### src/rtl/dmmb_pkg.sv
`timescale 1ns / 1ps
// ----------------------------------------------------------------------------
// dmmb_pkg
// shared types, constants and helpers of the diamond mean blur block
// ----------------------------------------------------------------------------
package dmmb_pkg;

  localparam int MAX_WIDTH_DEF  = 1024;
  localparam int MAX_RADIUS_DEF = 3;

  localparam int PIX_W      = 8;
  localparam int IMG_W_W    = 11;
  localparam int IMG_H_W    = 16;
  localparam int RAD_W      = 2;
  localparam int CFG_DATA_W = 16;
  localparam int CFG_IDX_W  = 2;

  localparam logic [IMG_W_W-1:0] WIDTH_RST  = 11'd1024;
  localparam logic [IMG_H_W-1:0] HEIGHT_RST = 16'd1024;
  localparam logic [RAD_W-1:0]   RADIUS_RST = 2'd1;

  typedef enum logic [CFG_IDX_W-1:0] {
    CFG_WIDTH  = 2'd0,
    CFG_HEIGHT = 2'd1,
    CFG_RADIUS = 2'd2
  } cfg_reg_e;

  // per-item classification made by the front end
  typedef struct packed {
    logic emit;
    logic last;
  } dmmb_flags_t;

  typedef enum logic [5:0] {
    ST_IDLE = 6'b000001,
    ST_RD   = 6'b000010,
    ST_ROW  = 6'b000100,
    ST_TOT  = 6'b001000,
    ST_MUL  = 6'b010000,
    ST_OUT  = 6'b100000
  } back_state_e;

  // window position inside the diamond around centre (c, c)
  function automatic logic in_diamond(input int dy, input int dx, input int c, input int r);
    int ady;
    int adx;
    ady = (dy > c) ? dy - c : c - dy;
    adx = (dx > c) ? dx - c : c - dx;
    return (ady + adx) <= r;
  endfunction

endpackage

### src/rtl/dmmb_front.sv
`timescale 1ns / 1ps
// ----------------------------------------------------------------------------
// dmmb_front
// raster position tracking and per-pixel classification
// ----------------------------------------------------------------------------
module dmmb_front #(
  parameter int MAX_WIDTH  = dmmb_pkg::MAX_WIDTH_DEF,
  parameter int MAX_RADIUS = dmmb_pkg::MAX_RADIUS_DEF,
  localparam int CW    = $clog2(MAX_WIDTH),
  localparam int LINES = 2 * MAX_RADIUS,
  localparam int SW    = $clog2(LINES)
) (
  input  logic                              clk_i,
  input  logic                              rst_ni,
  input  logic [dmmb_pkg::IMG_W_W-1:0]      cfg_width_i,
  input  logic [dmmb_pkg::IMG_H_W-1:0]      cfg_height_i,
  input  logic [dmmb_pkg::RAD_W-1:0]        radius_i,
  input  logic                              in_valid_i,
  output logic                              in_ready_o,
  input  logic [dmmb_pkg::PIX_W-1:0]        pixel_i,
  input  logic                              frame_start_i,
  output logic                              push_valid_o,
  input  logic                              push_ready_i,
  output logic [dmmb_pkg::PIX_W-1:0]        push_pixel_o,
  output logic [CW-1:0]                     push_col_o,
  output logic [SW-1:0]                     push_slot_o,
  output dmmb_pkg::dmmb_flags_t             push_flags_o
);

  localparam int WW = (dmmb_pkg::IMG_W_W > $clog2(MAX_WIDTH + 1)) ?
                      dmmb_pkg::IMG_W_W : $clog2(MAX_WIDTH + 1);
  localparam int HW = dmmb_pkg::IMG_H_W;

  logic [CW-1:0] col_q, col_d, col;
  logic [HW-1:0] row_q, row_d, row;
  logic [SW-1:0] slot_q, slot_d, slot;
  logic [WW-1:0] w_eff;
  logic [HW-1:0] h_eff;
  logic [2:0]    two_r;
  logic          col_wrap, row_wrap, accept;

  always_comb begin
    if (cfg_width_i == '0) begin
      w_eff = WW'(1);
    end else if (WW'(cfg_width_i) > WW'(MAX_WIDTH)) begin
      w_eff = WW'(MAX_WIDTH);
    end else begin
      w_eff = WW'(cfg_width_i);
    end
    h_eff = (cfg_height_i == '0) ? HW'(1) : cfg_height_i;
  end

  assign two_r  = {radius_i, 1'b0};
  assign accept = in_valid_i && push_ready_i;

  // frame start restarts the position for this very pixel
  assign col  = frame_start_i ? '0 : col_q;
  assign row  = frame_start_i ? '0 : row_q;
  assign slot = frame_start_i ? '0 : slot_q;

  assign col_wrap = ((WW + 1)'(col) + (WW + 1)'(1)) >= {1'b0, w_eff};
  assign row_wrap = ((HW + 1)'(row) + (HW + 1)'(1)) >= {1'b0, h_eff};

  always_comb begin
    col_d  = col_q;
    row_d  = row_q;
    slot_d = slot_q;
    if (accept) begin
      if (col_wrap) begin
        col_d = '0;
        if (row_wrap) begin
          row_d  = '0;
          slot_d = '0;
        end else begin
          row_d  = row + HW'(1);
          slot_d = (slot == SW'(LINES - 1)) ? '0 : slot + SW'(1);
        end
      end else begin
        col_d  = col + CW'(1);
        row_d  = row;
        slot_d = slot;
      end
    end
  end

  always_ff @(posedge clk_i or negedge rst_ni) begin
    if (!rst_ni) begin
      col_q  <= '0;
      row_q  <= '0;
      slot_q <= '0;
    end else begin
      col_q  <= col_d;
      row_q  <= row_d;
      slot_q <= slot_d;
    end
  end

  assign in_ready_o        = push_ready_i;
  assign push_valid_o      = in_valid_i;
  assign push_pixel_o      = pixel_i;
  assign push_col_o        = col;
  assign push_slot_o       = slot;
  assign push_flags_o.emit = (WW'(col) < w_eff) && (row < h_eff) &&
                             (col >= CW'(two_r)) && (row >= HW'(two_r));
  assign push_flags_o.last = (row == h_eff - HW'(1)) && (WW'(col) == w_eff - WW'(1));

endmodule

### config.mk
export PLATFORM = sky130hd
export DESIGN_NAME = dmmb_front
export DESIGN_NICKNAME = d
export VERILOG_FILES = /design/src/rtl/dmmb_pkg.sv /design/src/rtl/dmmb_front.sv
export SDC_FILE = /design/constraint.sdc
export NUM_CORES = 1
export LEC_CHECK = 0
export ABC_CLOCK_PERIOD_IN_PS = 3200
export BUFFER_PORTS_ARGS = -buffer_cell sky130_fd_sc_hd__buf_2
export CELL_PAD_IN_SITES_DETAIL_PLACEMENT = 0
export CELL_PAD_IN_SITES_GLOBAL_PLACEMENT = 1
export CORE_MARGIN = 2
export CORE_UTILIZATION = 35
export CTS_CLUSTER_DIAMETER = 60
export DETAILED_ROUTE_END_ITERATION = 8
export PLACE_DENSITY = 0.82
export SETUP_SLACK_MARGIN = 0.2
export SKIP_CTS_REPAIR_TIMING = 1
export SYNTH_ARGS = -nofsm -noshare
export SYNTH_HDL_FRONTEND = slang
export SYNTH_SLANG_ARGS = --single-unit
### constraint.sdc
create_clock -name clk_i -period 3.2 [get_ports clk_i]
set_clock_uncertainty 0.15 [all_clocks]
set_input_delay 0.16 -clock clk_i [delete_from_list [all_inputs] [get_ports clk_i]]
set_output_delay 0.16 -clock clk_i [all_outputs]
set_load 0.03 [all_outputs]
==> results.tsv <==
metric	value	unit
post-synthesis adder-cell area fraction	17.5	%
pre-CTS setup slack	-0.351	ns
Tot GR Track Use	20.5	%
Root Buffer	clkbuf_16	
Final Setup Violations	17	
Post-DRT Antenna Nets	0	
vias in the first global route	4444	
Slew @ Worst Pin	0.919	ns
min-delay src	pixel_i[2]	
Arr. time, crit path	3.34	ns
die width	116	um
Synth Area in Compound Gates	19.1	%
share of cells above drive strength 1	37.4	%
Iter 0 DRT Violations	333	
HPWL after detailed placement	11000	um
minimum clock period	3.33	ns
Avg Synthesized Cell Area	7.75	sq um
first-pass GRT wire length	21700	um
# fillers	1149	
Starting Density	36.1	%
total wire length	13900	um
RR Startpoint	row_q[0]$_DFFE_PN0P_	
area grow syn2layout	42.9	%
WHS Path Cells	0	
Critical path origin	row_q[0]$_DFFE_PN0P_	
synthesized area	4370	sq um
top cells by area, synth	ha_1, dfrtp_1, nand2_1	
I/O Pins	67	
Setup CP Type	reg2reg	
failing checks	setup timing	
DR pass1 iterations	6	
synthesized flop and latch total	29	
Slew Limit Fails	0	
Synth async-reset ratio	100	%
proportion of synthesized chip area in sequential cells	16.6	%
Net count, final	816	
Clock Latency Late Sink	0.28	ns
synthesized-area fraction occupied by and/or/nand/nor cells	28.4	%
DR vias	4723	
mux contribution to synthesized area	1.37	%
fmax	301	MHz
CTS tree	built	
Post-synth EDFFs	0	
GP Congestion	0.888	
Startpoint Class	register	
maxcap violations	0	
pin count of the biggest net entering global routing	30	
Final Hold Fails	0	
Worst setup EP type	register	
Mapped Cells	564	
worst-path fanout max	15	
Clock Tree Buf Depth	2	
dominant synthesized flop cell	dfrtp_1	
count leader, synth	nand2_1	
Vert. Die Dim	116	um
Max VDD drop	180	uV
most frequent cells after synthesis	nand2_1, ha_1, nor2_1	
CP required	3.21	ns
Reg2Reg Depth	13	
Tcrit/Tclk final	104	%
static leakage	0.00300	uW
syn_nets	667	
RSZ-0062 raised after global routing	yes	
Synth area leader	ha_1	
post-route setup slack	-0.128	ns
die area	13400	sq um
Slew HR	38.6	%
largest family of logic cells by synthesized area	simple AND/OR/NAND/NOR gates	
XOR/XNOR Fraction of Synth Area	9.71	%
CTS Buf Count	5	
Placed Instances	854	
row count	40	
initial antenna violation count	0	
H-Tree Depth	2	
post-DR wirelength/cell	15.8	um
Vias/cell	5.35	
Overflow after GRT	0	
Hold Path Class	in2out	
non-filler instance count after layout	882	
CTS Sinks	29	
Synth top area share	17.5	%
DR DRC count	0	
Power Dens Cells	217	nW/um^2
Clock transition at path regs	0.05	ns
port bufs	50	
Yosys Warn Count	0	
placeable core region	12100	sq um
status	complete, but fails checks	
Distinct cells, synth	69	
ANT cells	0	
==> worst max-delay path: stages (launching register included) <==
cell and delay [ns]:
dfrtp_1 0.41, and3_4 0.21, and4_4 0.24, nand4_2 0.17
or3_1 0.40, a21oi_2 0.18, ha_1 0.21, a21oi_2 0.07
o211ai_1 0.11, a41oi_2 0.07, a221oi_4 0.48, nor4_4 0.08
buf_12 0.20, a22o_1 0.23
==> where the power goes <==
group | switching, uW | internal, uW
logic | 278 | 221
registers | 20.8 | 385
clock network | 164 | 285
==> cells in the final DEF, fill, tap and decap left out, drive strengths merged, types with 2 or more instances in the layout <==
cell type,synthesis,routed
o22ai,3,3
buf,24,173
a211o,2,2
xnor2,29,29
o21a,3,3
nor3,15,15
or3,4,4
o2111ai,3,3
o31a,2,2
nand2b,7,7
a2111oi,2,2
dfrtp,29,29
a22o,9,9
clkinv,0,2
nor2b,27,27
a31oi,4,4
a21o,5,5
nand3,27,27
a211oi,3,3
a21oi,27,27
xor2,16,16
inv,34,34
mux2i,6,6
and4,4,4
nor2,39,39
nor4,17,17
a22oi,5,5
nand2,73,73
ha,61,61
nand4,11,11
o31ai,4,4
a221o,2,2
o211ai,7,7
o21ai,29,29
and3,4,4
clkbuf,8,6
and2,3,3
==> kinds of logic after synthesis <==
kind of cell / Yosys count
compound gates: 121
xor+xnor: 46
fa+ha+maj: 61
buf+inv: 66
flops: 29
mux: 6
simple gates: 235
==> metal layers <==
metal / share of wire (%) / track usage [%]
met1: 47 / 28.5
met2: 47 / 33.3
met3: 3.8 / 1.99
met4: 2.1 / 6.90
met5: 0 / 0
==> state kept, by name (all words and copies together) (netlist names) <==
name / cells
row_q: 16
slot_q: 3
col_q: 10
==> final timing paths <==
kind / slack [ns] / to
setup / recovery: -0.13 / row_q[3]$_DFFE_PN0P_
min in group asynchronous: 0.31 / col_q[7]$_DFFE_PN0P_
max in group asynchronous: 2.11 / col_q[0]$_DFFE_PN0P_
hold / removal: 0.17 / push_pixel_o[2]
hold reg to reg: 0.34 / col_q[7]$_DFFE_PN0P_
setup reg to reg: -0.13 / row_q[3]$_DFFE_PN0P_
==> final cells by class <==
class                           count  area (sq um)  area share (%)
Sequential cell                    29           727            11.6
Clock buffer                        6           129            2.06
Multi-Input combinational cell    469          3760            60.3
Inverter                           34           133            2.12
Tap cell                          168           210            3.37
Clock inverter                      2          10.0           0.160
Timing Repair Buffer              174          1270            20.3
==> stage by stage <==
| step | hold WS [ns] | TNS, ns | total power [uW] | area [sq um] | util, % |
|---|---|---|---|---|---|
| floorplan | -0.286 | -0.810 | 696 | 4520 | - |
| global placement | 0.0834 | -4.00 | 830 | 5550 | 45.8 |
| detailed placement | 0.0867 | -6.06 | 844 | 5550 | 45.8 |
| CTS | -0.210 | -5.68 | 1300 | 5690 | 47.0 |
| global route | 0.170 | -5.70 | 1430 | 6240 | 51.5 |
| finish | 0.170 | -1.62 | 1350 | 6240 | 51.5 |
Power figures use the tool's default switching activity.
