--- src/rtl/dmmb_queue.sv ---
`timescale 1ns / 1ps
// ----------------------------------------------------------------------------
// dmmb_queue
// two-entry queue between front end and back end
// ----------------------------------------------------------------------------
module dmmb_queue #(
  parameter int WIDTH = 8
) (
  input  logic             clk_i,
  input  logic             rst_ni,
  input  logic             push_valid_i,
  output logic             push_ready_o,
  input  logic [WIDTH-1:0] push_data_i,
  output logic             pop_valid_o,
  input  logic             pop_i,
  output logic [WIDTH-1:0] pop_data_o
);

  logic [WIDTH-1:0] entry_q [2];
  logic             wr_ptr_q, wr_ptr_d;
  logic             rd_ptr_q, rd_ptr_d;
  logic [1:0]       count_q, count_d;
  logic             do_push, do_pop;

  assign push_ready_o = (count_q != 2'd2);
  assign pop_valid_o  = (count_q != 2'd0);
  assign pop_data_o   = entry_q[rd_ptr_q];
  assign do_push      = push_valid_i && push_ready_o;
  assign do_pop       = pop_i && pop_valid_o;

  always_comb begin
    wr_ptr_d = do_push ? ~wr_ptr_q : wr_ptr_q;
    rd_ptr_d = do_pop ? ~rd_ptr_q : rd_ptr_q;
    count_d  = count_q;
    if (do_push && !do_pop) begin
      count_d = count_q + 2'd1;
    end else if (do_pop && !do_push) begin
      count_d = count_q - 2'd1;
    end
  end

  always_ff @(posedge clk_i or negedge rst_ni) begin
    if (!rst_ni) begin
      wr_ptr_q <= 1'b0;
      rd_ptr_q <= 1'b0;
      count_q  <= 2'd0;
    end else begin
      wr_ptr_q <= wr_ptr_d;
      rd_ptr_q <= rd_ptr_d;
      count_q  <= count_d;
    end
  end

  always_ff @(posedge clk_i) begin
    if (do_push) begin
      entry_q[wr_ptr_q] <= push_data_i;
    end
  end

endmodule

--- config.mk ---
export PLATFORM = sky130hd
export DESIGN_NAME = dmmb_queue
export DESIGN_NICKNAME = d
export VERILOG_FILES = /design/src/rtl/dmmb_queue.sv
export SDC_FILE = /design/constraint.sdc
export NUM_CORES = 1
export LEC_CHECK = 0
export BUFFER_PORTS_ARGS = -buffer_cell sky130_fd_sc_hd__buf_4
export CELL_PAD_IN_SITES_DETAIL_PLACEMENT = 2
export CELL_PAD_IN_SITES_GLOBAL_PLACEMENT = 2
export CORE_ASPECT_RATIO = 1.5
export CORE_UTILIZATION = 37
export DETAILED_ROUTE_END_ITERATION = 8
export GPL_ROUTABILITY_DRIVEN = 0
export PLACE_DENSITY = 0.84
export SLEW_MARGIN = 20
export SYNTH_ARGS = -nofsm -noshare
export SYNTH_HDL_FRONTEND = slang
export SYNTH_SLANG_ARGS = --single-unit
--- constraint.sdc ---
create_clock -name clk_i -period 3.9 [get_ports clk_i]
set_input_delay 0.585 -clock clk_i [delete_from_list [all_inputs] [get_ports clk_i]]
set_output_delay 0.585 -clock clk_i [all_outputs]
set_load 0.005 [all_outputs]
==> results of run 1 <==
==> cells in the final DEF, fill, tap and decap left out <==
cell type and instances:
edfxtp_1 16, nand2_4 1, xnor2_1 3, dfrtp_1 4, inv_1 1, clkinv_1 1, clkbuf_4 3, ha_1 1
buf_4 21, nand2_1 1, and3_1 1, nand2b_4 1, or2_4 1, nor2_1 2, mux2_2 8, xor2_1 2
==> logic make-up (layout without fill, tap and decap cells) <==
kind of cell             count (synthesis)  in the layout  share of synthesized area
flip-flops                              20             20                      0.738
multiplexers                             8              8                      0.114
AND/OR/NAND/NOR                          7              7                     0.0652
XOR/XNOR                                 5              5                     0.0557
buffers and inverters                    2             26                     0.0111
adder cells (fa/ha/maj)                  1              1                     0.0159
==> layout make-up <==
type,instances,area [um^2],area share
Sequential cell,20,581,0.584
Multi-Input combinational cell,21,198,0.199
Timing Repair Buffer,21,158,0.159
Tap cell,22,27.5,0.0277
Clock buffer,3,22.5,0.0227
Clock inverter,1,3.75,0.00378
Inverter,1,3.75,0.00378
==> through the flow <==
step	utilization	hold WS, ps
floorplan	-	289
global placement	0.477	387
detailed placement	0.477	390
CTS	0.490	63.9
global route	0.490	53.0
finish	0.490	67.8
==> worst paths after layout <==
path	start	to	slack, ps	cells past startpoint
hold / removal	rst_ni	count_q[0]	70	1
setup reg to reg	count_q[0]	entry_q[0][4]	2260	3
max in group asynchronous	rst_ni	rd_ptr_q	3730	1
hold reg to reg	wr_ptr_q	wr_ptr_q	510	1
setup / recovery	rd_ptr_q	pop_data_o[3]	1930	2
min in group clk_i	push_data_i[3]	entry_q[0][3]	470	1
==> worst register-to-register path: stages (launching register included) <==
cell and delay, ps:
dfrtp_1 450, nand2b_4 170, nand2_1 100, nor2_1 560
==> power groups by stage <==
stage / Combinational, W / Sequential (W) / Clock [W]
final: 0.000245 / 0.000345 / 0.0000968
after global routing: 0.000271 / 0.000353 / 0.000107
after CTS: 0.000251 / 0.000347 / 0.0000994
after detailed placement: 0.000251 / 0.000351 / 0
after global placement: 0.000243 / 0.000348 / 0
after floorplan: 0.000166 / 0.000325 / 0
==> registers in the layout, indices dropped and copies added, names as in the netlist <==
name / cells
entry_q: 16
wr_ptr_q: 1
rd_ptr_q: 1
count_q: 2
==> layer usage <==
metal / share of wire / global-route usage / vias up / routed length (um)
met5: 0 / 0 / - / 0
met4: 0.013 / 0.0739 / 0 / 16
met3: 0.038 / 0.0226 / 2 / 48
met2: 0.52 / 0.215 / 14 / 659
met1: 0.43 / 0.157 / 208 / 539
li1: - / - / 200 / -
==> flow_summary.json, run 1 <==
{
  "avgRoutedWirePerCell_um": 14.2,
  "finish.instance_area_um2": 993,
  "yosysTopAreaCellShare": 0.610,
  "synth_common_cells": "edfxtp_1 (16), mux2_2 (8), dfrtp_1 (4), xnor2_1 (3)",
  "grt_pass1_vias": 479,
  "path_class": "flop to output port",
  "ctsHoldBuffers": 0,
  "worstPathCellList": "mux2_2, buf_4",
  "vias": 424,
  "cts-root-buf": "clkbuf_4",
  "worst_ep_required_time_ps": 3310,
  "syn_to_final_growth_pct": 26.2,
  "power_density_nw_per_um2": 691,
  "pre_cts_ws_ps": 2160,
  "slew_headroom": 0.528,
  "postSynth.asyncResetShare": 0.200,
  "postCtsSetupRepairBufs": 0,
  "clkTransAtPathRegs_ps": 110,
  "final_layout_size_suffix_gt1_frac": 0.522,
  "die_area_um2": 2320,
  "synth_seq_cells": 20,
  "antenna_found_initial": 0,
  "grt_overflow": 0,
  "core_area_um2": 2030,
  "ys_top_cells_by_area": "edfxtp_1 (61%), dfrtp_1 (13%), mux2_2 (11%), xnor2_1 (3.3%), xor2_1 (2.2%)",
  "synth_edf_count": 16,
  "dp_hpwl_um": 984,
  "tritoncts": "yes",
  "grt_pass1_wl_um": 2010,
  "cts_max_level": 1,
  "hp-class": "primary input to asynchronous set/reset pin",
  "cts_resized": 0,
  "max_freq_ghz": 0.507,
  "nFillCells": 200,
  "gr-usage-all-layers": 0.132,
  "syn_inst": 43,
  "fin_crit_sh": 0.506,
  "ios": 22,
  "power_frac_seq": 0.503,
  "hold_viol": 0,
  "ys_warn_count": 0,
  "start_util": 0.388,
  "slowest_stage": "dfrtp_1",
  "fin_ws_ps": 1930,
  "drc": 0,
  "synthesis.nets": 56,
  "diodes": 0,
  "power_frac_comb": 0.357,
  "avgSynthCellArea_um2": 18.3,
  "synth_most_common_cell": "edfxtp_1",
  "cp_data_arrival_time_ps": 1390,
  "p_switching_w": 0.000200,
  "clockBufferDepth": 2,
  "power_w": 0.000687,
  "max-vdd-ir-drop_mv": 0.394,
  "die_y_um": 58.5,
  "synth.distinct_cells": 14,
  "finClkSkew_ps": 4.01,
  "fin_crit_ps": 1970,
  "die_x_um": 39.7,
  "num_rows": 20,
  "placedCellCount": 85,
  "worst_slew_pin_slew_ps": 705,
  "finalSetupViolations": 0,
  "dpl_cell_area_um2": 967,
  "tns_ps": 0,
  "p_int_w": 0.000487,
  "cp-end-kind": "output port",
  "drtIter0Drc": 4,
  "p_leak_nw": 0.403,
  "antenna_left": 0,
  "drv_cap": 0,
  "port_buffers": 21,
  "layout.cells.non_filler": 89,
  "seq_area_frac_synth": 0.738,
  "synth_area_um2": 787,
  "critical_path.max_fanout": 9,
  "clkLatencyLatePin_ps": 290,
  "finalMaxSlewViolations": 0,
  "start_kind": "flop",
  "p_clk_frac": 0.141,
  "p_sw_frac": 0.291,
  "synth_largest_area_cell": "edfxtp_1",
  "crit_buf_inv": 1,
  "rsz0062_at_grt": "false",
  "cts_sinks": 20,
  "via_per_inst": 4.76,
  "status": "finished, final reports clean",
  "fin_nets": 81,
  "max_stage_delay_ps": 580,
  "cp_top_family": "flip-flops",
  "grt_start_max_net_pins": 12,
  "routed_wirelength_um": 1260,
  "cts_buffers": 3,
  "firstDrtPassIters": 3,
  "ys.flop_type": "edfxtp_1"
}
No activity file was read; power rests on OpenSTA's default activity.
==> run 2: changes to the inputs <==
- CORE_UTILIZATION: 37 -> 31
- PLACE_DENSITY: 0.84 -> 0.76
- clock period: 3.9 -> 1.7 ns (I/O delays scaled with it)
==> run 2 against run 1 <==
Compared with the run above:
- sequential power increased by 130%
- power up 130%
- clock skew up 4.5 ps
- combinational power increased by 140%
- count of clock-buffer cells in the layout is 1 higher
- first-iteration DRC count unchanged
- highest routed layer unchanged
==> flow_summary.json, run 2 (synthesized netlist as in run 1, its figures left out) <==
{
  "core_area_um2": 2420,
  "grt_start_max_net_pins": 12,
  "drtIter0Drc": 4,
  "cp_data_arrival_time_ps": 1300,
  "reg2reg_depth": 7,
  "regMostFlops": "entry_q",
  "drc": 0,
  "critical_path.max_fanout": 9,
  "final_util": 0.422,
  "wl_met1_um": 495,
  "grt_overflow": 0,
  "drv_cap": 0,
  "max-vdd-ir-drop_mv": 0.865,
  "cts_max_level": 1,
  "hp-class": "primary input to flop",
  "grt_pass1_wl_um": 2350,
  "fin_crit_sh": 0.915,
  "p_leak_nw": 0.416,
  "ios": 22,
  "clkTransAtPathRegs_ps": 110,
  "whs_path_depth": 1,
  "cp-end-kind": "output port",
  "cts_buffers": 3,
  "tritoncts": "yes",
  "placedCellCount": 89,
  "status": "finished, final reports clean",
  "die_y_um": 63.7,
  "top_layer": "met4",
  "reg.largest.list": "entry_q (16), count_q (2)",
  "finClkSkew_ps": 8.49,
  "wl_met2_um": 773,
  "tns_ps": 0,
  "antenna_left": 0,
  "r2r-start": "count_q[0]",
  "r2r_slack_ps": 220,
  "hold_viol": 0,
  "layout_common_cells": "buf_4 (23), edfxtp_1 (16), mux2_2 (8)",
  "slew_headroom": 0.736,
  "gr-usage-all-layers": 0.122,
  "vias": 436,
  "port_buffers": 21,
  "antenna_found_initial": 0,
  "dp_hpwl_um": 1090,
  "num_rows": 22,
  "clockBufferDepth": 2,
  "path_class": "flop to output port",
  "power_density_nw_per_um2": 1580,
  "avgRoutedWirePerCell_um": 14.5,
  "die_x_um": 43.1,
  "layout_commonest_cell": "buf_4",
  "routed_wirelength_um": 1360,
  "largest_reg_flops": 16,
  "dpl_cell_area_um2": 985,
  "syn_to_final_growth_pct": 29.9,
  "grt_pass1_vias": 506,
  "finalSetupViolations": 0,
  "hp-start": "push_data_i[4]",
  "rsz0062_at_grt": "false",
  "fin_crit_ps": 1560,
  "layout.cells.non_filler": 94,
  "finish.instance_area_um2": 1020,
  "firstDrtPassIters": 3,
  "clkLatencyLatePin_ps": 300,
  "worst_ep_required_time_ps": 1440,
  "rr_endpoint": "count_q[1]",
  "cts_sinks": 20,
  "die_area_um2": 2750,
  "cts-root-buf": "clkbuf_4",
  "diodes": 0,
  "met3WireLength_um": 42,
  "final_layout_size_suffix_gt1_frac": 0.543,
  "start_util": 0.325,
  "start_kind": "flop",
  "max_freq_ghz": 0.643,
  "postCtsSetupRepairBufs": 0,
  "min_to": "entry_q[0][4]",
  "via_per_inst": 4.64,
  "finalMaxSlewViolations": 0,
  "worst_slew_pin_slew_ps": 396,
  "fin_nets": 84
}
==> run 2: layout make-up <==
class	instances	area, um^2
clock buffer	4	26.3
multi-input combinational	21	198
inverter	1	3.75
tap	24	30.0
fill	252	1400
sequential	20	582
timing repair buffer	24	183
==> run 2: how the worst max path moves through the flow <==
stage / to / slack (ps) / startpoint / cells past startpoint
6_report: pop_data_o[4] / 140 / rd_ptr_q / 2
5_1_grt: pop_data_o[4] / 60 / rd_ptr_q / 2
4_1_cts: pop_data_o[4] / 110 / rd_ptr_q / 2
3_5_place_dp: count_q[1] / 220 / count_q[0] / 7
3_3_place_gp: count_q[1] / 310 / count_q[0] / 7
2_1_floorplan: entry_q[0][0] / 330 / count_q[0] / 3
==> run 2: layer usage <==
layer,up-vias,global-route usage
met2,12,0.209
met3,5,0.0172
met1,211,0.129
li1,208,-
met5,-,0
met4,0,0.0909
==> run 2: through the flow <==
stage / hold slack, ps / setup slack, ps / total power (W)
final: 134 / 145 / 0.00161
after global routing: 113 / 57.4 / 0.00173
after CTS: 123 / 113 / 0.00165
after detailed placement: 55.9 / 220 / 0.00141
after global placement: 55.3 / 310 / 0.00138
after floorplan: -40.6 / 330 / 0.00113
==> run 2: report_power, final <==
group          total (W)  switching (W)  internal [W]
Combinational   0.000590       0.000222      0.000369
Clock           0.000224       0.000132     0.0000913
Sequential      0.000797       0.000110      0.000687
==> run 2: worst max-delay path, cell delays in order, from the launching register on <==
cell and delay, ps:
dfrtp_2 510, mux2_2 370, buf_4 130
==> run 2: timing repair <==
| action | 4_1_cts | 5_1_grt |
|---|---|---|
| hold buffers | 1 | 0 |
| resized for setup | 1 | 0 |
| endpoints found under the hold margin | 4 | 0 |
| endpoints found under the setup margin | 6 | 0 |
==> run 3: changes to the inputs <==
- CORE_MARGIN: default -> 5
- MAX_ROUTING_LAYER: default -> met4
- REMOVE_ABC_BUFFERS: default -> 1
==> run 3 against run 2 <==
Compared with the run above:
- cell area decreased by 0.73%
- clock power decreased by 6%
- sequential share of layout area increased by 0.42 points
- flip-flop and latch count unchanged
- largest cell class unchanged
==> flow_summary.json, run 3 (synthesized netlist as in run 1, its figures left out) <==
{
  "core_area_um2": 2450,
  "firstDrtPassIters": 4,
  "hp-class": "primary input to flop",
  "fin_nets": 83,
  "layout_common_cells": "buf_4 (22), edfxtp_1 (16), mux2_2 (8)",
  "diodes": 0,
  "rr_endpoint": "count_q[1]",
  "tritoncts": "yes",
  "path_class": "flop to output port",
  "clockBufferDepth": 2,
  "worst_slew_pin_slew_ps": 369,
  "die_x_um": 51.1,
  "largest_reg_flops": 16,
  "antenna_found_initial": 0,
  "cp-end-kind": "output port",
  "power_density_nw_per_um2": 1560,
  "finalMaxSlewViolations": 0,
  "rsz0062_at_grt": "false",
  "fin_crit_ps": 1540,
  "status": "finished, final reports clean",
  "avgRoutedWirePerCell_um": 14.3,
  "regMostFlops": "entry_q",
  "grt_overflow": 0,
  "whs_path_depth": 1,
  "clkTransAtPathRegs_ps": 100,
  "cts_sinks": 20,
  "tns_ps": 0,
  "cts_max_level": 1,
  "cp_data_arrival_time_ps": 1280,
  "finalSetupViolations": 0,
  "start_kind": "flop",
  "num_rows": 22,
  "cp-startpoint": "rd_ptr_q",
  "layout_commonest_cell": "buf_4",
  "routed_wirelength_um": 1330,
  "hp-start": "push_data_i[4]",
  "critical_path.max_fanout": 9,
  "grt_pass1_vias": 481,
  "die_y_um": 71.7,
  "pre_cts_ws_ps": 243,
  "hold_viol": 0,
  "drv_cap": 0,
  "r2r-start": "count_q[0]",
  "die_area_um2": 3670,
  "min_to": "entry_q[0][4]",
  "finClkSkew_ps": 4.50,
  "cts-root-buf": "clkbuf_4",
  "via_per_inst": 4.55,
  "drc": 0,
  "reg.largest.list": "entry_q (16), count_q (2)",
  "gr-usage-all-layers": 0.0820,
  "dp_hpwl_um": 1140,
  "max_freq_ghz": 0.650,
  "antenna_left": 0,
  "worst_ep_required_time_ps": 1440,
  "placedCellCount": 88,
  "ios": 22,
  "port_buffers": 21,
  "fin_ws_ps": 162,
  "fin_crit_sh": 0.905,
  "slew_headroom": 0.754,
  "max-vdd-ir-drop_mv": 0.568,
  "drtIter0Drc": 3,
  "r2r_slack_ps": 250,
  "layout.cells.non_filler": 93,
  "grt_pass1_wl_um": 2140,
  "final_layout_size_suffix_gt1_frac": 0.536,
  "grt_start_max_net_pins": 12,
  "p_leak_nw": 0.411,
  "reg2reg_depth": 6,
  "clkLatencyLatePin_ps": 290,
  "start_util": 0.321,
  "cts_buffers": 3,
  "syn_to_final_growth_pct": 28.9,
  "vias": 423
}
[run 3: repair_timing]
action	4_1_cts	5_1_grt
hold buffers	1	0
gates resized for setup	0	1
hold endpoints to repair	4	0
setup buffers	0	0
endpoints found under the setup margin	0	8
[run 3: per-stage QoR]
step	util	power, W	area [um^2]	hold WS [ps]
final	0.414	0.00158	1010	146
after global routing	0.414	0.00169	1010	119
after CTS	0.414	0.00162	1010	134
after detailed placement	0.399	0.00140	977	58.3
after global placement	0.399	0.00138	977	57.2
after floorplan	-	0.00112	782	-40.6
[run 3: how the worst max path moves through the flow]
stage          depth (start not counted)       endpoint  slack, ps
2_1_floorplan                          3  entry_q[0][0]        330
3_3_place_gp                           6     count_q[1]        280
3_5_place_dp                           6     count_q[1]        240
4_1_cts                                2  pop_data_o[4]          2
5_1_grt                                2  pop_data_o[4]         60
6_report                               2  pop_data_o[4]        160
[run 3: layout make-up]
type                    instances  area (um^2)
clock buffers                   3         22.5
clock inverters                 1         3.75
fillers                       229         1440
inverters                       1         3.75
multi-input cells              21          198
flip-flops and latches         20          582
well taps                      24         30.0
repair buffers                 23          175
[run 3: critical path: stages, from the launching register on]
cell	delay, ps
dfrtp_2	490
mux2_2	370
buf_4	140
[run 3: power breakdown]
| group | switching, W | internal (W) |
|---|---|---|
| Sequential | 0.000103 | 0.000687 |
| Clock | 0.000125 | 0.0000852 |
| Combinational | 0.000219 | 0.000359 |
| Total | 0.000447 | 0.00113 |
[run 3: per-layer routing]
metal	wire length [um]	global-route usage
met1	489	0.0768
met2	788	0.146
met3	47	0.0229
met4	8	0.0449
met5	0	-
